<file path="config.mk">
export PLATFORM = sky130hd
export DESIGN_NAME = bcd_ram
export DESIGN_NICKNAME = d
export VERILOG_FILES = /design/src/rtl/bcd_ram.sv
export SDC_FILE = /design/constraint.sdc
export NUM_CORES = 2
export LEC_CHECK = 0
export BUFFER_PORTS_ARGS = -buffer_cell sky130_fd_sc_hd__buf_2
export CAP_MARGIN = 20
export CORE_UTILIZATION = 50
export DETAILED_ROUTE_END_ITERATION = 8
export GPL_TIMING_DRIVEN = 0
export PLACE_DENSITY = 0.67
export SLEW_MARGIN = 10
export SYNTH_ARGS = -nofsm -noshare
export SYNTH_HDL_FRONTEND = slang
export SYNTH_SLANG_ARGS = --single-unit
</file>
<file path="constraint.sdc">
create_clock -name clock -period 10.2 [get_ports clock]
set_clock_uncertainty 0.2 [all_clocks]
set_input_delay 1.02 -clock clock [delete_from_list [all_inputs] [get_ports clock]]
set_output_delay 1.02 -clock clock [all_outputs]
set_load 0.03 [all_outputs]
</file>
<file path="src/rtl/bcd_ram.sv">
// Simple dual-port RAM, one write and one registered read per cycle.
module bcd_ram #(
   parameter int DEPTH = 128,
   parameter int WIDTH = 32
) (
   input  logic                     clock,
   input  logic                     wr_en,
   input  logic [$clog2(DEPTH)-1:0] wr_addr,
   input  logic [WIDTH-1:0]         wr_data,
   input  logic [$clog2(DEPTH)-1:0] rd_addr,
   output logic [WIDTH-1:0]         rd_data
);

   logic [WIDTH-1:0] mem [DEPTH];

   always_ff @(posedge clock) begin
      if (wr_en) begin
         mem[wr_addr] <= wr_data;
      end
   end

   always_ff @(posedge clock) begin
      rd_data <= mem[rd_addr];
   end

endmodule

</file>
# Word level (Yosys, flattened, before mapping)

Memory sizes are Yosys's and may differ from the RTL's. A register that Yosys moved wholly into a read port is not among the register bits.
Cells that the tools add are included.

Register bits: 0
Bits in writable memories: 4096
Input bits: 48
Output and inout port bits: 32
Logic and storage cells: 3
Memories kept: 1

Memory list:

| name | words | width | rd ports | clocked after memory_dff | wr ports | RTL line | RTL |
|---|---|---|---|---|---|---|---|
| mem  | 128   | 32    | 1        | 1                        | 1        | 14       | `logic [WIDTH-1:0] mem [DEPTH];` |

Mux-type cells: 2

Operators with widths:

| kind             | number |
|---|---|
| 1-bit 2-to-1 mux | 2 |

# Logic depth before layout (Yosys ltp)

Depth in word-level cells: 2
Depth in mapped cells: 8
Depth with buffers taken out: 4

# Worst setup path after synthesis

Ideal clock, no wire load.

Path type: input-to-reg
Start point: in wr_en
End point: mem mem[98][0] (enable)
Setup time: 461 ps
Arrival: 3798 ps
Required time: 9539 ps
Path slack: 5741 ps
Stages: 3
Path buffers: 1
Cells stage by stage: clkbuf_1 -> nand4_1 -> nor3_1

Word-level cells in the longest chain between the ends: 2

Ends and longest elaborated chain:

| what                                   | RTL line | RTL |
|---|---|---|
| start: declaration                     | 7        | `input logic wr_en,` |
| 1-bit 2-to-1 mux                       | 17       | `if (wr_en) begin` |
| 1-bit 2-to-1 mux (not written as such) | 18       | `mem[wr_addr] <= wr_data;` |
| end: declaration                       | 14       |  |

Every way passes these cells.

==> run summary <==
Worst path bufs/invs: 5
Die area: 0.315 mm2
Slew Viols, Final: 0
Fmax: 203 MHz
Syn Std Cell Area: 0.156 mm2
Layout area overhead: 15.5%
Avg WL per Cell: 37.1 um
Power Internal: 27.9 mW
Combinational group share of total power: 5.8%
Final weighted congestion in routability-driven placement: 0.883
Slowest stage delay, CP: 880 ps
Yosys warns: 0
Post-synthesis sequential area ratio: 79.1%
Core ar.: 0.310 mm2
Syn_nets: 6,038
Total grt overflow: 0
Commonest non-fill, non-tap cell in the layout: edfxtp_1
Initial antenna violation count: 81
Via density: 6.47
Leakage: 55.3 nW
FP Rows: 204
Crit. End Element: flip-flop
Clk_lat worst skew: 950 ps
P_sw: 7.64 mW
Root Buffer: clkbuf_16
Fin nets: 6,733
Clock power share: 41.4%
Tot Pwr: 35.5 mW
Slew headroom: 19.3%
Hpwl dp: 283,000 um
Placed inst area: 0.167 mm2
Maxcap violations: 0
Cell area after layout: 0.181 mm2
Worst Hold Launch: wr_data[15]
Max clock buf depth: 4
RSZ-0062 raised after global routing: false
Period utilization: 48.2%
Layout cell share with drive strength beyond 1: 35.2%
Avg Cell Area, Syn: 26.1 um2
Starting Density: 50.4%
H-tree lvl count: 5
CP delay by family, top: buffers and inverters
Period minus WS final: 4920 ps
Origin of the critical flop-to-flop path: mem[26][13]$_DFFE_PP_
Routed wire length: 415,000 um
Worst-Margin Slew: 1210 ps
Largest net degree at the start of global routing: 103
Worst path most repeated cell: mux4_2
Req. time, crit path: 10,770 ps
Sw Share: 21.5%
Sequential share of power: 52.8%
WS Path Type: input pin to flip-flop
Min-Delay Path Class: input pin to flip-flop
Pwr dens: 197 mW/mm2
TritonRoute pass-1 iters: 5
Yosys cell types: 17
Slowest library cell on the worst path: buf_1
DRC: 0
Crit-path cells: clkbuf_1, buf_2, clkbuf_2, buf_16, buf_1, mux4_2, mux4_2, mux4_2, mux2_2
Initial DRC count: 11,060
CTS buffer count: 409
Crit path arrival time: 5490 ps
First-pass GRT wire length: 573,000 um
Most frequent cells in the layout: 4,096 x edfxtp_1, 1,344 x mux4_2, 421 x clkbuf_16
Cells after Synth: 5,990
Die Ht: 561 um
# hold bufs at CTS: 0
Gr usage total: 26.5%
Die Wd: 561 um
CTS sink cnt: 4,128
CTS tree: yes
Yosys reg bits: 4,128
Vias: 72,378
Number of fill cells: 21,335
CTS-repair resized insts: 0
Vias in the first global route: 71,985
CP max FO: 10
Final hold vios: 0
Final Setup Violations: 0
PortBufs: 68
Postcts setup bufs: 0
Clk pin slew, worst setup/hold paths: 60 ps
Status: finished clean
Setup TNS after final layout: 0 ps
Critical Path Source Type: input pin
Final Util: 58.3%
CP Launch Point: rd_addr[2]
VDD IR max: 202 uV
DRT antenna net count: 0
Top-level I/O count: 80
routing by layer:
metal	wire length [um]	share of wire, %	global-route usage, %	vias to the layer above
li1	-	-	-	27920
met1	153000	37	36.5	39260
met3	47700	12	6.61	683
met5	226	0.054	0	-
met2	197000	48	40.7	4481
met4	16900	4.1	11.2	34
through the flow:
step / instances / hold WS (ps) / worst slack (ps)
after floorplan: 5990 / 874 / 5740
after global placement: 10178 / 985 / 2140
after detailed placement: 10384 / 994 / 4380
after CTS: 11117 / 286 / 5330
after global routing: 11155 / 302 / 5330
final: 11186 / 326 / 5280
worst paths after layout:
check                                        endpoint  slack, ps  cells past startpoint
worst max-delay path               rd_data[0]$_DFF_P_       5280                      9
worst min-delay path            mem[44][15]$_DFFE_PP_        330                      1
worst max register to register    rd_data[13]$_DFF_P_       7100                      4
worst min register to register    rd_data[10]$_DFF_P_       1010                      4
state kept, by name (all words and copies together), names as in the netlist:
name / cells
mem: 4096
rd_data: 32
logic make-up after synthesis:
logic type | synth area share (%)
flip-flops | 79.1
AND/OR/NAND/NOR | 0.446
buffers and inverters | 0.839
multiplexers | 19.6
power by group through the flow:
stage	Combinational [mW]	Sequential (mW)	Clock [mW]
final	2.06	18.8	14.7
after CTS	2.04	18.8	14.8
after global routing	2.11	18.7	15.4
after global placement	1.91	19.1	0
after floorplan	0.904	19.2	0
after detailed placement	2.03	19.1	0
cell type report:
| cell class | count | area [um2] | area share, % |
|---|---|---|---|
| Timing Repair Buffer | 284 | 5030 | 2.79 |
| Clock buffer | 506 | 10900 | 6.01 |
| Tap cell | 4120 | 5150 | 2.86 |
| Buffer | 316 | 1350 | 0.748 |
| Clock inverter | 227 | 2110 | 1.17 |
| Multi-Input combinational cell | 1546 | 32300 | 17.9 |
| Sequential cell | 4128 | 124000 | 68.5 |
| Antenna cell | 59 | 148 | 0.0818 |
cell usage after synthesis:
library cell / number / area, um2
buf_1: 50 / 188
buf_2: 79 / 395
buf_4: 3 / 22.5
buf_6: 2 / 22.5
clkbuf_1: 182 / 683
dfxtp_1: 32 / 641
edfxtp_1: 4096 / 123000
mux2_2: 32 / 360
mux4_2: 1344 / 30300
nand2_1: 14 / 52.6
nand2b_1: 2 / 12.5
nand3_1: 12 / 60.1
nand4_1: 3 / 18.8
nor2_1: 122 / 458
nor2b_1: 7 / 43.8
nor3_1: 9 / 45.0
or3_1: 1 / 6.26
Note: power is estimated with default switching activity, not from simulation.
