--- src/rtl/bcd_pkg.sv ---
// Shared types, codes and constants of the button click decoder.
package bcd_pkg;

   localparam int TIME_W    = 32;
   localparam int MAX_EDGES = 128;
   localparam int IDX_W     = $clog2(MAX_EDGES);
   localparam int EV_W      = 4;
   localparam int CLK_CNT_W = 6;
   localparam int STAT_W    = 3;
   localparam int CSR_IDX_W = 3;

   localparam logic [TIME_W-1:0] SHORT_PRESS_RST  = TIME_W'(1000 * 1000);
   localparam logic [TIME_W-1:0] LONG_PRESS_RST   = TIME_W'(3 * 1000 * 1000);
   localparam logic [TIME_W-1:0] REPEAT_GAP_RST   = TIME_W'(200 * 1000);
   localparam logic [TIME_W-1:0] MIN_EDGE_GAP_RST = TIME_W'(5 * 1000);
   localparam logic [TIME_W-1:0] STALL_RST        = TIME_W'(1000 * 1000);

   typedef enum logic [EV_W-1:0] {
      EV_NONE        = 4'd0,
      EV_PRESS       = 4'd1,
      EV_RELEASE     = 4'd2,
      EV_SHORT_START = 4'd3,
      EV_SHORT_END   = 4'd4,
      EV_LONG_START  = 4'd5,
      EV_LONG_HOLD   = 4'd6,
      EV_LONG_END    = 4'd7,
      EV_SINGLE      = 4'd8,
      EV_DOUBLE      = 4'd9,
      EV_TRIPLE      = 4'd10,
      EV_REPEAT      = 4'd11
   } event_type;

   typedef enum logic [STAT_W-1:0] {
      ST_OK    = 3'd0,
      ST_GAP   = 3'd1,
      ST_STALL = 3'd2,
      ST_SAME  = 3'd3,
      ST_FAST  = 3'd4
   } status_type;

   typedef enum logic [CSR_IDX_W-1:0] {
      CSR_SHORT_PRESS  = 3'd0,
      CSR_LONG_PRESS   = 3'd1,
      CSR_REPEAT_GAP   = 3'd2,
      CSR_MIN_EDGE_GAP = 3'd3,
      CSR_STALL        = 3'd4
   } csr_idx_type;

   typedef struct packed {
      logic [TIME_W-1:0] short_press;
      logic [TIME_W-1:0] long_press;
      logic [TIME_W-1:0] repeat_gap;
      logic [TIME_W-1:0] min_edge_gap;
      logic [TIME_W-1:0] stall;
   } cfg_type;

   typedef enum logic [2:0] {
      S_IDLE,
      S_EDGE,
      S_TICK,
      S_RD,
      S_EVAL,
      S_WALK,
      S_EMIT
   } state_type;

endpackage

--- src/rtl/bcd_if.sv ---


interface bcd_csr_if;
   import bcd_pkg::*;
   logic                 valid;
   logic                 ready;
   logic [CSR_IDX_W-1:0] index;
   logic [TIME_W-1:0]    data;
   modport source (output valid, output index, output data, input ready);
   modport sink   (input valid, input index, input data, output ready);
endinterface

--- src/rtl/bcd_csr.sv ---
// Configuration registers: timing thresholds, written through the csr channel.
module bcd_csr (
   input  logic             clock,
   input  logic             reset,
   bcd_csr_if.sink          csr_ch,
   output bcd_pkg::cfg_type cfg
);
   import bcd_pkg::*;

   cfg_type cfg_ff;
   cfg_type cfg_in;

   assign csr_ch.ready = 1'b1;
   assign cfg          = cfg_ff;

   always_comb begin
      cfg_in = cfg_ff;
      if (csr_ch.valid) begin
         unique case (csr_ch.index)
            CSR_SHORT_PRESS:  cfg_in.short_press  = csr_ch.data;
            CSR_LONG_PRESS:   cfg_in.long_press   = csr_ch.data;
            CSR_REPEAT_GAP:   cfg_in.repeat_gap   = csr_ch.data;
            CSR_MIN_EDGE_GAP: cfg_in.min_edge_gap = csr_ch.data;
            CSR_STALL:        cfg_in.stall        = csr_ch.data;
            default:          cfg_in = cfg_ff;
         endcase
      end
   end

   always_ff @(posedge clock) begin
      if (reset) begin
         cfg_ff.short_press  <= SHORT_PRESS_RST;
         cfg_ff.long_press   <= LONG_PRESS_RST;
         cfg_ff.repeat_gap   <= REPEAT_GAP_RST;
         cfg_ff.min_edge_gap <= MIN_EDGE_GAP_RST;
         cfg_ff.stall        <= STALL_RST;
      end else begin
         cfg_ff <= cfg_in;
      end
   end

endmodule

--- src/flat_wrapper.sv ---
// flat-port wrapper written by rule: the top's interface ports become plain ports
module bcd_csr_flat import bcd_pkg::*;
  (clock, reset, cfg, csr_ch_valid, csr_ch_index, csr_ch_data, csr_ch_ready);
  bcd_csr_if csr_ch_i ();
  input  logic clock;
  input  logic reset;
  output bcd_pkg::cfg_type cfg;
  input wire logic [$bits(csr_ch_i.valid)-1:0] csr_ch_valid;
  input wire logic [$bits(csr_ch_i.index)-1:0] csr_ch_index;
  input wire logic [$bits(csr_ch_i.data)-1:0] csr_ch_data;
  output wire logic [$bits(csr_ch_i.ready)-1:0] csr_ch_ready;
  assign csr_ch_i.valid = csr_ch_valid;
  assign csr_ch_i.index = csr_ch_index;
  assign csr_ch_i.data = csr_ch_data;
  assign csr_ch_ready = csr_ch_i.ready;
  bcd_csr u_core (.clock(clock), .reset(reset), .csr_ch(csr_ch_i), .cfg(cfg));
endmodule
--- config.mk ---
export PLATFORM = sky130hd
export DESIGN_NAME = bcd_csr_flat
export DESIGN_NICKNAME = d
export VERILOG_FILES = /design/src/rtl/bcd_pkg.sv /design/src/rtl/bcd_if.sv /design/src/rtl/bcd_csr.sv /design/src/flat_wrapper.sv
export SDC_FILE = /design/constraint.sdc
export NUM_CORES = 1
export LEC_CHECK = 0
export BUFFER_PORTS_ARGS = -buffer_cell sky130_fd_sc_hd__buf_2
export CAP_MARGIN = 20
export CORE_MARGIN = 1
export CORE_UTILIZATION = 25
export CTS_BUF_LIST = sky130_fd_sc_hd__clkbuf_4
export DETAILED_ROUTE_END_ITERATION = 16
export PLACE_DENSITY = 0.49
export RECOVER_POWER = 100
export SLEW_MARGIN = 20
export SYNTH_ARGS = -nofsm -noshare
export SYNTH_HDL_FRONTEND = slang
export SYNTH_SLANG_ARGS = --single-unit
export TNS_END_PERCENT = 1
--- constraint.sdc ---
create_clock -name clock -period 1.1 [get_ports clock]
set_input_delay 0 -clock clock [delete_from_list [all_inputs] [get_ports clock]]
set_output_delay 0 -clock clock [all_outputs]
set_load 0.01 [all_outputs]
; Word-level counts from Yosys, hierarchy flattened
; Index checks and enable logic that the tools add are counted.
[classes]
n_addsub = 0
n_mul = 0
n_div = 0
order_cmp = 0
n_eq_ne = 4
shift = 0
mux = 0
n_bitwise = 0
n_reduce_logical = 6
[ops]
columns = cell, count
row1 = AND reduction 2 bit, 5
row2 = equality test 3 x 2 -> 1 bit (second input constant), 2
row3 = equality test 3 x 1 -> 1 bit (second input constant), 1
row4 = equality test 3 bit (second input constant), 1
row5 = zero test 3 bit, 1
[totals]
register_bits = 160
latch_bits = 0
mem_bits_rw = 0
mem_bits_ro = 0
inputBits = 38
output_inout_bits = 161
elab_cells = 15
mem_count = 0

; Depth between registers and ports, before layout
[depth]
word_depth = 2
mapped_depth = 6
depth_no_buf = 2

; Worst setup path before layout
; OpenSTA, ideal clock, no wires.
[synth_timing]
path_kind = input-to-reg
startpoint = in csr_ch_index[1]
endpoint = reg u_core.cfg_ff, in the netlist u_core.cfg[150]
setup_time_ns = 0.122
t_arrival_ns = 0.918
required_time_ns = 0.978
slack_ns = 0.060
cell_stages = 4
path_buffers = 2
cell_sequence = buf_4 or4b_4 buf_6 mux2i_1
[synth_via]
elab_chain_cells = 2
[synth_lines]
columns = element, line
row1 = from (decl), flat_wrapper.sv:9  ; input wire logic [$bits(csr_ch_i.index)-1:0] csr_ch_index;
row2 = zero test 3 bit, bcd_csr.sv:19  ; unique case (csr_ch.index)
row3 = AND reduction 2 bit (no line), n/a
row4 = to (signal assigned), bcd_csr.sv:38  ; cfg_ff <= cfg_in;
row5 = to (decl), bcd_csr.sv:10  ; cfg_type cfg_ff;
; Every way passes these cells.
; A chain may end at the register's enable or synchronous reset.

; Worst setup path after layout
[layout_timing]
startpoint = in csr_ch_index[2]
endpoint = reg u_core.cfg_ff, in the netlist u_core.cfg[154]
; The elaborated chain is that of the path after synthesis.

==> flow_summary.json <==
{
  "pwr-share-seq_pct": 54.9,
  "worst_setup_path_end_kind": "register",
  "r2r_start": "u_core.cfg[93]$_SDFFE_PP0P_",
  "die_w_um": 161,
  "io_buffer_count": 197,
  "drive_above_1_share_pct": 50.3,
  "ant_nets": 0,
  "synth.distinct_cells": 16,
  "wire_per_inst_um": 17.0,
  "globalplace.congestion": 0.739,
  "grt-ovfl-total": 0,
  "combPwrFrac_pct": 12.1,
  "arrival_ps": 1620,
  "cts_buffers": 17,
  "synthArstFlopShare_pct": 0,
  "holdCritPathClass": "in2reg",
  "clock_latency_ps": 560,
  "crit_type": "in2reg",
  "fin_util_pct": 40.4,
  "fin_cells": 1183,
  "postSynthCellCount": 583,
  "fin_crit_ps": 1170,
  "drc": 0,
  "core_area_sq_um": 24600,
  "slew_headroom_pct": 66.5,
  "cts_tree": "built",
  "startpoint": "csr_ch_index[2]",
  "cp_cell_sequence": "dlygate4sd3_1, clkbuf_2, or4b_4, mux2i_1",
  "wl_um": 20100,
  "die_area_sq_um": 26000,
  "timing.fmax_mhz": 856,
  "track_usage_pct": 15.7,
  "switching_power_uw": 3130,
  "io_pins": 199,
  "fin_hold_ws_ps": 61.3,
  "num_rows": 57,
  "irDropWorstVdd_mv": 0.557,
  "ys_seq_area_share_pct": 50.6,
  "drt_iter0_markers": 197,
  "synth_top_area_share_pct": 50.6,
  "report.final.slew_viol_count": 0,
  "hold_viol_final": 0,
  "rsz0062_at_grt": "true",
  "ys_warn_count": 0,
  "power.leakage_uw": 0.00458,
  "antenna_found_initial": 1,
  "critPathMaxFanout": 10,
  "slowest_delay_ps": 700,
  "setup_viol": 65,
  "first_global_vias": 5172,
  "synth_area_leaders": "dfxtp_1, mux2i_1, nand2b_1, nor2_1, buf_2",
  "dieHeight_um": 161,
  "place_ws_ps": -49.5,
  "clkPwrFrac_pct": 33.0,
  "grt_max_degree": 46,
  "violations": "setup timing",
  "area_growth_pct": 56.9,
  "ys.flop_type": "dfxtp_1",
  "clock-skew-final_ps": 0,
  "worst_setup_path_start_kind": "input port",
  "largest_reg_flops": 160,
  "dpl.cell_count": 1088,
  "vias_per_cell": 4.23,
  "p_sw_share_pct": 28.4,
  "worst_pin_slew_ps": 500,
  "ys_ff_latch": 160,
  "fin_setup_tns_ps": -1550,
  "cts_max_level": 4,
  "cts.clk_slew.worst_paths_ps": 150,
  "final.fill_count": 2373,
  "cts_num_sinks": 160,
  "max-cap-violations": 0,
  "nNetsFinal": 882,
  "start_util_pct": 25.8,
  "synth_area_sq_um": 6340,
  "syn_avg_cell_area_sq_um": 10.9,
  "power.density_nw_per_um2": 1110,
  "synth_edf_count": 0,
  "fin_crit_sh_pct": 106,
  "r2r_setup_slack_ps": 400,
  "p_int_uw": 7870,
  "synth_commonest_cells": "dfxtp_1, mux2i_1, nand2b_1",
  "clockBufferDepth": 2,
  "syn_nets": 621,
  "dp_hpwl_um": 12300,
  "vias": 5007,
  "status": "finished with violations",
  "hp-start": "reset",
  "post-synth-top-area-cell": "dfxtp_1",
  "cp.required_ps": 1550,
  "drtPass1Iterations": 4,
  "root_buffer": "clkbuf_4",
  "grt_pass1_wl_um": 31000,
  "layout_setup_ws_ps": -68.2,
  "cp_slowest_cell": "or4b_4"
}
## path summary, 6_finish.rpt
kind,to,depth (start not counted)
max,u_core.cfg[154]$_SDFFE_PP0P_,4
min reg2reg,u_core.cfg[51]$_SDFFE_PP0P_,2
max reg2reg,u_core.cfg[93]$_SDFFE_PP0P_,3
min,u_core.cfg[66]$_SDFFE_PP0P_,4
## layout make-up
cell class                 count  area (sq um)  area share, %
sequential                   160          3400           34.2
multi-input combinational    378          2950           29.7
timing repair buffer         287          2900           29.2
tap                          324           405           4.08
clock inverter                15           148           1.49
clock buffer                  17           128           1.28
antenna                        2          5.00         0.0503
## worst max-delay path, delay by kind of cell
kind | cells | cell delay [ps]
buffers and inverters | 2 | 750
muxes | 1 | 160
and+or+nand+nor | 1 | 700
## placed cells by master (no fill, tap or decap), drive strengths merged, types with 2 or more instances in the layout
cell	instances
mux2i	160
clkinv	5
inv	7
diode	2
nor2	50
clkbuf	30
nor4bb	2
dfxtp	160
dlygate4sd3	54
clkinvlp	2
nand2b	157
nand4bb	3
buf	220
## per-layer routing
metal | global-route usage [%] | wire [um]
met2 | 24.7 | 9170
met4 | 3.77 | 142
met3 | 5.50 | 1350
met1 | 20.5 | 9440
met5 | 0 | 0
## power by group through the flow
stage          combinational (uW)  clock [uW]  sequential [uW]
4_1_cts                      1340        3850             6040
3_3_place_gp                 1010           0             6110
3_5_place_dp                 1010           0             6110
2_1_floorplan                 502           0             6180
6_report                     1330        3630             6040
5_1_grt                      1420        4070             6060
## repair_timing
| item | 4_1_cts | 5_1_grt |
|---|---|---|
| buffers inserted | 4 | 0 |
| hold endpoints to repair | 160 | 3 |
| endpoints found under the setup margin | 156 | 191 |
| resized for setup | 333 | 25 |
| hold buffers | 56 | 2 |
| cloned | 0 | 0 |
| pin swaps | 0 | 1 |
## logic make-up (layout without fill, tap and decap cells)
kind of cell / count (synthesis) / in the layout / synth area share, %
and+or+nand+nor: 217 / 217 / 20.4
DFF: 160 / 160 / 50.6
buffers and inverters: 45 / 319 / 3.71
other: 1 / 3 / 0.0592
muxes: 160 / 160 / 25.3
## per-stage QoR
stage	power, uW	instance area (sq um)
2_1_floorplan	6680	6340
3_3_place_gp	7120	7900
3_5_place_dp	7120	7900
4_1_cts	11200	9880
5_1_grt	11600	9940
6_report	11000	9940
(Power assumes the default switching activity.)
